File: src/rtl/tpro_pkg.sv
// Shared types and constants for the triangle point / rectangle overlap pipeline.
// No dependencies.
`timescale 1ns / 1ps

package tpro_pkg;

  localparam int NVERT   = 3;
  localparam int NCORNER = 4;

  localparam logic MODE_POINT = 1'b0;
  localparam logic MODE_RECT  = 1'b1;

  typedef logic signed [15:0] coord_t;
  typedef logic signed [16:0] corner_t;
  typedef logic signed [17:0] diff_t;
  typedef logic signed [35:0] prod_t;
  typedef logic        [35:0] mag_t;
  typedef logic        [37:0] sum_t;
  typedef logic        [14:0] extent_t;

  typedef struct packed {
    logic                 mode;
    coord_t [NVERT-1:0]   vx;
    coord_t [NVERT-1:0]   vy;
    coord_t               qx;
    coord_t               qy;
    extent_t              w;
    extent_t              h;
  } query_t;

  typedef struct packed {
    logic                             mode;
    logic                             vin;
    diff_t [NCORNER-1:0][NVERT-1:0]   dx;
    diff_t [NCORNER-1:0][NVERT-1:0]   dy;
    diff_t [3:0]                      wd;
  } geom_t;

  typedef struct packed {
    logic                             mode;
    logic                             vin;
    mag_t  [NCORNER-1:0][NVERT-1:0]   s;
    mag_t                             whole;
  } area_t;

endpackage

File: src/rtl/tpro_resolve.sv
// Stage 5: sub-area sums against the whole area and the final hit select;
// holds the output register. Depends on tpro_pkg.
`timescale 1ns / 1ps

module tpro_resolve import tpro_pkg::*; (
  input  logic  clk,
  input  logic  rst_n,
  input  logic  en,
  input  logic  in_valid,
  input  area_t in_area,
  output logic  out_valid,
  output logic  out_hit
);

  logic e_valid_r;
  logic e_hit_r, e_hit_nxt;

  always_comb begin
    logic [NCORNER-1:0] pt;
    sum_t               tot;
    for (int k = 0; k < NCORNER; k++) begin
      tot   = {2'b00, in_area.s[k][0]} + {2'b00, in_area.s[k][1]} + {2'b00, in_area.s[k][2]};
      pt[k] = (tot == {2'b00, in_area.whole});
    end
    case (in_area.mode)
      MODE_POINT: e_hit_nxt = pt[0];
      MODE_RECT:  e_hit_nxt = in_area.vin | (|pt);
      default:    e_hit_nxt = 1'b0;
    endcase
  end

  always_ff @(posedge clk) begin
    if (!rst_n) begin
      e_valid_r <= 1'b0;
    end else if (en) begin
      e_valid_r <= in_valid;
    end
  end

  always_ff @(posedge clk) begin
    if (en) begin
      e_hit_r <= e_hit_nxt;
    end
  end

  assign out_valid = e_valid_r;
  assign out_hit   = e_hit_r;

endmodule

File: config.mk
export PLATFORM = sky130hd
export DESIGN_NAME = tpro_resolve
export DESIGN_NICKNAME = d
export VERILOG_FILES = /design/src/rtl/tpro_pkg.sv /design/src/rtl/tpro_resolve.sv
export SDC_FILE = /design/constraint.sdc
export NUM_CORES = 1
export LEC_CHECK = 0
export ABC_CLOCK_PERIOD_IN_PS = 10800
export BUFFER_PORTS_ARGS = -buffer_cell sky130_fd_sc_hd__buf_2
export CORE_AREA = 2 2 184 186
export CTS_BUF_LIST = sky130_fd_sc_hd__clkbuf_16
export CTS_CLUSTER_SIZE = 40
export DETAILED_ROUTE_END_ITERATION = 6
export DIE_AREA = 0 0 186 188
export PLACE_DENSITY = 0.69
export SYNTH_ARGS = -nofsm -noshare
export SYNTH_HDL_FRONTEND = slang
export SYNTH_SLANG_ARGS = --single-unit
File: constraint.sdc
create_clock -name clk -period 10.8 [get_ports clk]
set_input_delay 0.54 -clock clk [delete_from_list [all_inputs] [get_ports clk]]
set_output_delay 0.54 -clock clk [all_outputs]
set_load 0.01 [all_outputs]
==> impl_results.md <==
* Status: complete, no violations
* First-pass GRT wire length at 94300 µm
* Fmax achieved at 199 MHz
* Inst Count DP at 2666
* Period utilization at 0.464
* Max cap viols at 0
* Worst Path Max Fanout at 4
* Core Area at 0.0331 mm²
* Vias in the first global route at 16100
* Chip height at 188 µm
* DR vias at 16400
* Crit-path slowest cell: o41ai_1
* Clock buffer depth at 2
* Crit path capture type: register
* Least-Margin Pin Slew at 771 ps
* Clock Sinks at 2
* Post-synthesis cell area at 0.0140 mm²
* Setup Skew at 0 ps
* Clk root buf: clkbuf_16
* RSZ-0062 raised after global routing: false
* CP dominant cell by count: inv_1
* Max Transition Viols Final at 0
* Non-Filler Instances at 2670
* Flops & latches, synth at 2
* Layout area overhead at 19.6%
* Setup CP Type: input pin to register
* Postcts setup bufs at 0
* Mean routed wirelength per cell at 24.1 µm
* Net Count, Synth at 2576
* Worst skew pair latency at 230 ps
* P per Cell Area at 121 mW/mm²
* Arrival time of the worst setup path at 5090 ps
* Num CTS Buffers at 3
* Fin crit period at 5010 ps
* Final Hold Viols at 0
* YS warnings at 0
* # diodes at 0
* Routed WL at 64300 µm
* Util after Layout at 0.506
* Post-DP HPWL at 56100 µm
* CP startpoint kind: input pin
* Post-synth ARST share at 0
* CP cell instances: buf_2, inv_1, fa_1, inv_1, ha_1, inv_1, fa_1, nor2b_1, o31a_1, o211ai_1, a21oi_1, or4_1, a31oi_1, o41ai_1, xnor2_1, o41ai_1, a31oi_1, o211ai_2
* CTS tree: yes
* H-tree levels at 1
* Synth Instances at 1814
* Initial antenna violation count at 1
* Rel. slew slack at 0.481
* Post-route ant nets at 0
* Dominant synthesized flop cell: edfxtp_1
* Hold-fix buffers at CTS at 0
* Congestion Overflow GR at 0
* Seq/Total Area, Yosys at 0.00357
* Post-synth cell types at 85
* Final Power at 2.03 mW
* Number of flops mapped to enable cells by yosys at 1
* Layout cells sized above 1 at 0.225
* # rows at 67
* DR DRC count at 0
* Max incr delay on CP at 700 ps
* Tot GR Track Use at 0.355
* Worst vdd ir at 0.106 mV
* Port bufs at 475
* # resized after CTS at 0
* Setup TNS Final at 0 ps
* Die area at 0.0350 mm²
* LEAKAGE at 7.37 nW
* Initial core utilization at 0.423
* Mean Syn Cell Area at 7.72 µm²
* Die width at 186 µm
* # setup viols final at 0
* I/O pin cnt at 476
* Final nets at 2985
* Hold Path Class: register to register
* CTS clk-pin slew, worst paths at 40 ps
* Critical Path RT at 10880 ps
* DR pass1 iterations at 7
* GPL Wtd Cong at 0.978
* Vias per inst at 6.14
* Largest net degree at the start of global routing at 13
* DR iter-0 viols at 1325
==> registers in the layout (all words and copies together) (netlist names) <==
signal     flops
out_hit        1
out_valid      1
==> layer usage <==
layer / vias up / global-route usage / wire length [µm]
met5: - / 0 / 13
met4: 2 / 0.166 / 3640
met3: 151 / 0.0451 / 4630
met2: 843 / 0.609 / 30200
met1: 7779 / 0.438 / 25800
li1: 7613 / - / -
==> layout make-up <==
type	count	area (µm²)
Fill cell	3317	16400
Multi-Input combinational cell	1684	13500
Timing Repair Buffer	476	2380
Tap cell	448	561
Inverter	56	210
Clock buffer	3	75.1
Sequential cell	2	50.0
Clock inverter	1	3.75
==> power breakdown <==
part / internal (mW) / total [mW] / switching (mW) / leakage, nW
clock network: 0.0480 / 0.0606 / 0.0126 / 0.0423
logic: 0.747 / 1.96 / 1.22 / 7.31
registers: 0.00859 / 0.00882 / 0.000233 / 0.0179
total: 0.804 / 2.03 / 1.23 / 7.37
==> worst max-delay path, delay by kind of cell <==
family / cells / cell delay [ps]
AND/OR/NAND/NOR: 2 / 410
XOR/XNOR: 1 / 140
buffers and inverters: 4 / 340
AO/OA/AOI/OAI: 8 / 2590
adder cells (fa/ha/maj): 3 / 1070
==> layout by cell type (no fill, tap or decap), types with 7 or more instances in the layout <==
cell type  count
inv_1         57
a211o_1        8
o2111ai_1      7
fa_1         148
nor3_1        43
nor2_1       119
xor2_1        66
a211oi_1      21
a2111oi_0     12
nand4_1       68
o21ai_0      112
buf_2        475
o22ai_1       10
a31oi_1       19
nand2_1      155
o211ai_1      33
o21ai_1        8
and3_1        24
o21bai_1      15
o21a_1        25
nor2b_1       23
nand2b_1      21
a21oi_1      178
or4_1         13
nand3_1       44
o31ai_1       10
or3_1         12
mux2i_1       18
a21o_1        57
ha_1         140
xnor2_1      122
a22oi_1        8
nor4_1        20
==> cells in the mapped netlist, types with 7 or more instances <==
cell type,count,area (µm²)
a21oi_1,178,891
nand2_1,155,582
fa_1,148,2960
ha_1,140,1750
xnor2_1,122,1070
nor2_1,119,447
o21ai_0,112,561
nand4_1,68,425
xor2_1,66,578
clkbuf_1,65,244
a21o_1,57,428
inv_1,56,210
nand3_1,44,220
nor3_1,43,215
o211ai_1,33,248
o21a_1,25,188
and3_1,24,150
nor2b_1,23,144
a211oi_1,21,158
nand2b_1,21,131
nor4_1,20,125
a31oi_1,19,119
mux2i_1,18,180
o21bai_1,15,113
or4_1,13,97.6
a2111oi_0,12,105
or3_1,12,75.1
o22ai_1,10,62.6
o31ai_1,10,75.1
a211o_1,8,70.1
a22oi_1,8,60.1
o21ai_1,8,40.0
o2111ai_1,7,61.3
==> logic make-up after synthesis <==
logic type,synth area share
buffers and inverters,0.0349
adder cells (fa/ha/maj),0.337
XOR/XNOR,0.118
multiplexers,0.0145
AO/OA/AOI/OAI,0.287
flip-flops,0.00357
AND/OR/NAND/NOR,0.206
==> metrics by stage <==
step                      hold WS (ps)  area (µm²)  setup slack [ps]
after global routing               553       16800              5660
after global placement             494       16700              5830
after detailed placement           513       16700              5820
final                              517       16800              5790
after floorplan                    538       14000              6410
after CTS                          521       16800              6020
==> path summary, 6_finish.rpt <==
| check | from | to | slack [ps] | depth (start not counted) |
|---|---|---|---|---|
| max | in_area[289] | out_hit | 5790 | 18 |
| min | out_valid | out_valid | 520 | 2 |
| min reg2reg | out_valid | out_valid | 520 | 2 |
| max reg2reg | out_valid | out_valid | 10210 | 2 |
Note: power is estimated with default switching activity, not from simulation.
