[src/rtl/tpro_pkg.sv]
// Shared types and constants for the triangle point / rectangle overlap pipeline.
// No dependencies.
`timescale 1ns / 1ps

package tpro_pkg;

  localparam int NVERT   = 3;
  localparam int NCORNER = 4;

  localparam logic MODE_POINT = 1'b0;
  localparam logic MODE_RECT  = 1'b1;

  typedef logic signed [15:0] coord_t;
  typedef logic signed [16:0] corner_t;
  typedef logic signed [17:0] diff_t;
  typedef logic signed [35:0] prod_t;
  typedef logic        [35:0] mag_t;
  typedef logic        [37:0] sum_t;
  typedef logic        [14:0] extent_t;

  typedef struct packed {
    logic                 mode;
    coord_t [NVERT-1:0]   vx;
    coord_t [NVERT-1:0]   vy;
    coord_t               qx;
    coord_t               qy;
    extent_t              w;
    extent_t              h;
  } query_t;

  typedef struct packed {
    logic                             mode;
    logic                             vin;
    diff_t [NCORNER-1:0][NVERT-1:0]   dx;
    diff_t [NCORNER-1:0][NVERT-1:0]   dy;
    diff_t [3:0]                      wd;
  } geom_t;

  typedef struct packed {
    logic                             mode;
    logic                             vin;
    mag_t  [NCORNER-1:0][NVERT-1:0]   s;
    mag_t                             whole;
  } area_t;

endpackage

[src/rtl/tpro_setup.sv]
// Stages 1-2: rectangle corners, then vertex-minus-corner differences and the
// strict vertex-in-rectangle test. Depends on tpro_pkg.
`timescale 1ns / 1ps

module tpro_setup import tpro_pkg::*; (
  input  logic   clk,
  input  logic   rst_n,
  input  logic   en,
  input  logic   in_valid,
  input  query_t in_q,
  output logic   out_valid,
  output geom_t  out_geom
);

  logic                 a_valid_r;
  logic                 a_mode_r;
  coord_t [NVERT-1:0]   a_vx_r, a_vy_r;
  corner_t              a_ql_r, a_qt_r, a_rr_r, a_rb_r;
  corner_t              a_rr_nxt, a_rb_nxt;

  logic                 b_valid_r;
  geom_t                b_geom_r, b_geom_nxt;

  assign a_rr_nxt = {in_q.qx[15], in_q.qx} + {2'b00, in_q.w};
  assign a_rb_nxt = {in_q.qy[15], in_q.qy} + {2'b00, in_q.h};

  always_ff @(posedge clk) begin
    if (!rst_n) begin
      a_valid_r <= 1'b0;
    end else if (en) begin
      a_valid_r <= in_valid;
    end
  end

  always_ff @(posedge clk) begin
    if (en) begin
      a_mode_r <= in_q.mode;
      a_vx_r   <= in_q.vx;
      a_vy_r   <= in_q.vy;
      a_ql_r   <= {in_q.qx[15], in_q.qx};
      a_qt_r   <= {in_q.qy[15], in_q.qy};
      a_rr_r   <= a_rr_nxt;
      a_rb_r   <= a_rb_nxt;
    end
  end

  always_comb begin
    corner_t px [NCORNER];
    corner_t py [NCORNER];
    corner_t vxe, vye;
    px[0] = a_ql_r; py[0] = a_qt_r;
    px[1] = a_rr_r; py[1] = a_qt_r;
    px[2] = a_ql_r; py[2] = a_rb_r;
    px[3] = a_rr_r; py[3] = a_rb_r;
    b_geom_nxt      = '0;
    b_geom_nxt.mode = a_mode_r;
    for (int i = 0; i < NVERT; i++) begin
      vxe = {a_vx_r[i][15], a_vx_r[i]};
      vye = {a_vy_r[i][15], a_vy_r[i]};
      if ((vxe > a_ql_r) && (vxe < a_rr_r) && (vye > a_qt_r) && (vye < a_rb_r)) begin
        b_geom_nxt.vin = 1'b1;
      end
      for (int k = 0; k < NCORNER; k++) begin
        b_geom_nxt.dx[k][i] = diff_t'({vxe[16], vxe} - {px[k][16], px[k]});
        b_geom_nxt.dy[k][i] = diff_t'({vye[16], vye} - {py[k][16], py[k]});
      end
    end
    b_geom_nxt.wd[0] = diff_t'({{2{a_vx_r[1][15]}}, a_vx_r[1]} - {{2{a_vx_r[0][15]}}, a_vx_r[0]});
    b_geom_nxt.wd[1] = diff_t'({{2{a_vy_r[2][15]}}, a_vy_r[2]} - {{2{a_vy_r[0][15]}}, a_vy_r[0]});
    b_geom_nxt.wd[2] = diff_t'({{2{a_vx_r[2][15]}}, a_vx_r[2]} - {{2{a_vx_r[0][15]}}, a_vx_r[0]});
    b_geom_nxt.wd[3] = diff_t'({{2{a_vy_r[1][15]}}, a_vy_r[1]} - {{2{a_vy_r[0][15]}}, a_vy_r[0]});
  end

  always_ff @(posedge clk) begin
    if (!rst_n) begin
      b_valid_r <= 1'b0;
    end else if (en) begin
      b_valid_r <= a_valid_r;
    end
  end

  always_ff @(posedge clk) begin
    if (en) begin
      b_geom_r <= b_geom_nxt;
    end
  end

  assign out_valid = b_valid_r;
  assign out_geom  = b_geom_r;

endmodule

[config.mk]
export PLATFORM = sky130hd
export DESIGN_NAME = tpro_setup
export DESIGN_NICKNAME = d
export VERILOG_FILES = /design/src/rtl/tpro_pkg.sv /design/src/rtl/tpro_setup.sv
export SDC_FILE = /design/constraint.sdc
export NUM_CORES = 1
export LEC_CHECK = 0
export BUFFER_PORTS_ARGS = -buffer_cell sky130_fd_sc_hd__buf_2
export CAP_MARGIN = 40
export CORE_MARGIN = 10
export CORE_UTILIZATION = 35
export CTS_CLUSTER_DIAMETER = 60
export CTS_CLUSTER_SIZE = 25
export DETAILED_ROUTE_END_ITERATION = 12
export GPL_TIMING_DRIVEN = 0
export HOLD_SLACK_MARGIN = 0.1
export SKIP_CTS_REPAIR_TIMING = 1
export SYNTH_ARGS = -nofsm -noshare
export SYNTH_HDL_FRONTEND = slang
export SYNTH_SLANG_ARGS = --single-unit
[constraint.sdc]
create_clock -name clk -period 3.1 [get_ports clk]
set_input_delay 0.62 -clock clk [delete_from_list [all_inputs] [get_ports clk]]
set_output_delay 0.62 -clock clk [all_outputs]
set_load 0.01 [all_outputs]
==> results of run 1 <==
==> worst max path at each step <==
stage | startpoint | end | slack, ps | depth (start not counted)
5_1_grt | a_vx_r[33] | out_geom[504] | -120 | 11
6_report | a_vx_r[1] | out_geom[52] | -7 | 10
3_3_place_gp | en | a_valid_r | -5770 | 3
2_1_floorplan | in_q[16] | a_rr_r[15] | 300 | 9
4_1_cts | a_vx_r[1] | out_geom[51] | -400 | 10
3_5_place_dp | in_q[47] | a_rr_r[15] | -730 | 10
==> routing by layer <==
| metal | up-vias | GRT usage (%) | part of all wire, % |
|---|---|---|---|
| met5 | - | 0 | 0.099 |
| met4 | 14 | 4.72 | 2.6 |
| met3 | 151 | 4.19 | 6.9 |
| met2 | 789 | 36.0 | 50 |
| met1 | 10600 | 24.6 | 41 |
| li1 | 10800 | - | - |
==> cell type report <==
class                   instances  area (um2)  area share, %
flip-flops and latches        445       13300           37.2
multi-input cells            1698       13200           36.8
repair buffers                698        3660           10.2
plain buffers                 231        1720           4.78
clock buffers                  55        1360           3.77
well taps                    1060        1330           3.69
inverters                     210         796           2.22
clock inverters                42         494           1.38
diodes                          3        7.51         0.0209
==> state kept, by name (all words and copies together), names as in the netlist <==
signal and count:
a_vx_r 48, a_rb_r 17, out_valid 1, a_valid_r 1, a_vy_r 48, out_geom 280
a_ql_r 16, a_qt_r 16, a_rr_r 17, a_mode_r 1
==> stage by stage <==
stage | utilization [%] | power, W | hold slack, ps
floorplan | - | 0.0141 | 400
detailed placement | 41.4 | 0.0177 | 413
CTS | 43.6 | 0.0244 | 117
global placement | 41.2 | 0.0178 | 404
global route | 44.4 | 0.0257 | 128
finish | 44.4 | 0.0244 | 155
==> cells in the mapped netlist, types with 39 or more instances <==
library cell,number
nor2_1,161
o21ai_0,113
nor2b_1,54
nand2_1,102
o21a_1,47
xor2_1,59
inv_1,210
xnor2_1,154
edfxtp_1,443
ha_1,304
buf_4,226
a21o_1,58
nand2b_1,39
a21oi_1,162
nor3_1,56
==> power by group <==
| part | leakage (nW) | switching [W] | internal, W |
|---|---|---|---|
| Sequential | 4.35 | 0.000875 | 0.00807 |
| Combinational | 10.8 | 0.00493 | 0.00399 |
| Clock | 0.885 | 0.00313 | 0.00342 |
==> logic make-up after synthesis <==
family,count (synthesis),synth area share [%]
mux,6,0.219
xor+xnor,213,6.52
fa+ha+maj,322,14.5
compound gates,596,13.6
simple gates,561,9.74
flops,445,46.6
buf+inv,441,8.75
==> critical path, cell delays in order (launching register included) <==
cell,delay [ps]
edfxtp_1,500
buf_6,180
fa_1,450
nor2b_1,140
o21a_1,210
o21ai_2,90
a211o_1,400
a311oi_2,360
o21ai_2,150
o2111ai_1,200
o21ai_1,130
==> impl_metrics.yaml, run 1 <==
cts:
  cts_tree: "built"
  insertion_delay_ps: 630
  cts_max_level: 2
  cts_buffers: 53
  root_buffer: "clkbuf_16"
  cts_max_path_buffers: 3
  cts_sinks: 445
  clk_pin_slew_ps: 80
outcome:
  violations: "setup timing"
  outcome: "complete, but fails checks"
sta:
  setup_tns_ps: -13.7
  finClkSkew_ps: 49.0
  rsz0062_at_grt: "yes"
  setup_slack_ps: -7.06
  finalMaxSlewViolations: 0
  hold_viol_final: 0
  finalCritPeriodShare_pct: 100
  clock.fmax_mhz: 322
  tightestPinTransition_ps: 850
  setup_violations: 2
  fin_crit_ps: 3110
  max_slew_margin_pct: 42.8
run:
  drv_cap: 0
synth:
  syn_inst: 2584
  yosysWarnings: 0
  ys_types: 76
  synth_area_leaders: "edfxtp_1 46%, ha_1 13%, buf_4 5.9%, xnor2_1 4.7%, a21oi_1 2.8%"
  synth_edf_count: 443
  async_reset_ff_share_pct: 0
  synth_top_area_share_pct: 46.5
  synth_area_um2: 28600
  ys_ff_latch: 445
  syn_nets: 3069
  syn_area_per_cell_um2: 11.1
  seq_area_frac_synth_pct: 46.6
  synth_area_leader_cell: "edfxtp_1"
  ys.flop_type: "edfxtp_1"
placed_design:
  place_congestion: 0.894
  dp_cells: 4317
  postPlaceCellArea_um2: 33400
  dp_hpwl_um: 82300
  io_buffer_count: 669
  post-place-ws_ps: -725
drt:
  viasPerCell: 5.03
  drtPass1Iterations: 5
  antenna_left: 0
  drcViolationCount: 0
  drt-total-wl_um: 99500
  dr_total_vias: 22300
  first_iter_violations: 1436
  wl_per_cell_um: 22.4
critical_path:
  reg2reg_depth: 10
  cp-end-kind: "flop"
  path_max_fanout: 4
  required_ps: 3430
  r2r_slack_ps: -7
  cp-start-kind: "flop"
  regToRegStartpoint: "a_vx_r[1]"
  r2r_end: "out_geom[52]"
  criticalPathCategory: "flop to flop"
  cp.arrival_ps: 3440
power:
  powerDensity_nw_per_um2: 680
  leakage_nw: 16.1
  ir_drop_uv: 433
finish:
  final_nets: 3822
  fillers: 7636
  drive_above_1_share_pct: 33.2
  layout_commonest_cell: "buf_2"
  layout.cells.non_filler: 4442
  syn_to_final_growth_pct: 25.4
  final_cell_mix: "668 x buf_2, 443 x edfxtp_1, 295 x ha_1"
  fin_area_um2: 35900
floorplan:
  dieArea_um2: 93600
  core_um2: 80800
  fp-row-count: 104
  fp.dieW_um: 306
  ios: 670
  fp.dieH_um: 306
  start_util_pct: 35.4
global_routing:
  grt_pass1_wl_um: 142000
  grt_pass1_vias: 22000
  antenna_found_initial: 22
  grt_max_degree: 115
  grt_use_total_pct: 20.2
  overflow: 0
hold_path:
  hold_depth: 1
  worstHoldStart: "in_q[135]"
  whs_endpoint: "a_vx_r[25]"
  hp-class: "input pin to flop"
No activity file was read; power rests on OpenSTA's default activity.
==> inputs of run 2 (changes only) <==
CORE_UTILIZATION = 41   (was 35)
==> run 2 against run 1 <==
  * The flow still finishes with violations (setup timing)
  * Routed wire length fell by 1.3%
  * Clock power fell by 13%
  * Utilization rose by 7.1 points
  * Power fell by 3.3%
  * Sequential power fell by 1%
  * Via count rose by 1.1%
  * Critical endpoint is now out_geom[504]
  * Largest cell class unchanged
  * Largest power group is now combinational cells
  * Highest routed layer unchanged
==> impl_metrics.yaml, run 2 (synthesized netlist as in run 1, its figures left out) <==
outcome:
  outcome: "complete, but fails checks"
  violations: "setup timing"
floorplan:
  dieArea_um2: 80800
  ios: 670
  start_util_pct: 41.5
  fp.dieW_um: 284
  fp-row-count: 96
  core_um2: 68900
  fp.dieH_um: 284
global_routing:
  grt_pass1_wl_um: 143000
  grt_pass1_vias: 23000
  overflow: 0
  grt_use_total_pct: 23.1
  grt_max_degree: 123
  antenna_found_initial: 10
power:
  leakage_nw: 16.0
  total_power_w: 0.0236
  ir_drop_uv: 473
  powerDensity_nw_per_um2: 665
finish:
  fillers: 6257
  layout_commonest_cell: "buf_2"
  syn_to_final_growth_pct: 24.1
  drive_above_1_share_pct: 33.2
  final_nets: 3826
  fin_util_pct: 51.5
  final_cell_mix: "668 x buf_2, 443 x edfxtp_1, 296 x ha_1"
  largest_reg_flops: 280
  layout.cells.non_filler: 4308
sta:
  max_slew_margin_pct: 27.8
  tightestPinTransition_ps: 1070
  finClkSkew_ps: 22.1
  clock.fmax_mhz: 319
  setup_violations: 2
  hold_viol_final: 0
  finalMaxSlewViolations: 0
  finalCritPeriodShare_pct: 101
  rsz0062_at_grt: "yes"
  fin_crit_ps: 3130
  setup_slack_ps: -34.0
drt:
  drtPass1Iterations: 5
  drt-total-wl_um: 98100
  drcViolationCount: 0
  wl_per_cell_um: 22.8
  viasPerCell: 5.24
  antenna_left: 0
  first_iter_violations: 1560
  dr_total_vias: 22600
cts:
  cts_sinks: 445
  cts_buffers: 43
  root_buffer: "clkbuf_16"
  insertion_delay_ps: 590
  clk_pin_slew_ps: 80
  cts_max_level: 2
  cts_tree: "built"
  cts_max_path_buffers: 3
critical_path:
  cp-start-kind: "flop"
  criticalPathCategory: "flop to flop"
  path_max_fanout: 4
  cp-end-kind: "flop"
  required_ps: 3410
  cp.arrival_ps: 3450
placed_design:
  dp_cells: 4187
  post-place-ws_ps: -576
  place_congestion: 0.951
  dp_hpwl_um: 81400
  io_buffer_count: 669
run:
  drv_cap: 0
hold_path:
  hp-class: "input pin to flop"
-- run 2: cell count changes in the layout (fill, tap and decap cells not counted), sizes merged --
cell / before / now
inv: 231 / 221
clkbuf: 60 / 55
clkinv: 17 / 10
buf: 924 / 938
clkinvlp: 4 / 3
bufinv: 0 / 4
-- run 2: per-layer routing --
metal | up-vias | global-route usage (%) | routed length [um]
met5 | - | 0 | 38
met2 | 777 | 42.7 | 51000
met4 | 6 | 7.61 | 3530
li1 | 10800 | - | -
met1 | 10900 | 26.4 | 37800
met3 | 164 | 4.23 | 5770
-- run 2: report_power, final --
group | total [W] | internal (W) | switching (W)
Clock | 0.00569 | 0.00310 | 0.00259
Combinational | 0.00910 | 0.00403 | 0.00507
Sequential | 0.00883 | 0.00807 | 0.000756
-- run 2: worst max-delay path: stages (launching register included) --
cell,delay (ps)
edfxtp_1,470
inv_2,80
ha_2,210
fa_2,420
nor2b_4,130
o31a_1,240
o211ai_1,250
a311oi_2,310
o21a_1,220
o21ai_2,90
and4_1,160
a211o_1,280
-- run 2: final timing paths --
kind / from / endpoint / slack (ps) / cells after the start
max: a_vy_r[0] / out_geom[504] / -30 / 11
min: in_q[122] / a_vx_r[12] / 200 / 1
max reg2reg: a_vy_r[0] / out_geom[504] / -30 / 11
min reg2reg: a_mode_r / out_geom[505] / 450 / 0
-- run 2: area by class of cell --
class / count / area, um2 / area share (%)
timing repair buffer: 712 / 3740 / 10.5
clock buffer: 50 / 1140 / 3.22
antenna: 3 / 7.51 / 0.0211
inverter: 210 / 788 / 2.22
buffer: 231 / 1720 / 4.83
tap: 931 / 1160 / 3.28
clock inverter: 28 / 360 / 1.01
sequential: 445 / 13300 / 37.6
multi-input combinational: 1698 / 13200 / 37.3
-- run 2: per-stage QoR --
step	instance area [um2]	hold WS (ps)	setup TNS, ps
3_3_place_gp	33100	402	-2403170
4_1_cts	34700	162	-8070
2_1_floorplan	28600	400	0
3_5_place_dp	33200	425	-8890
5_1_grt	35500	171	-699
6_report	35500	204	-37.5
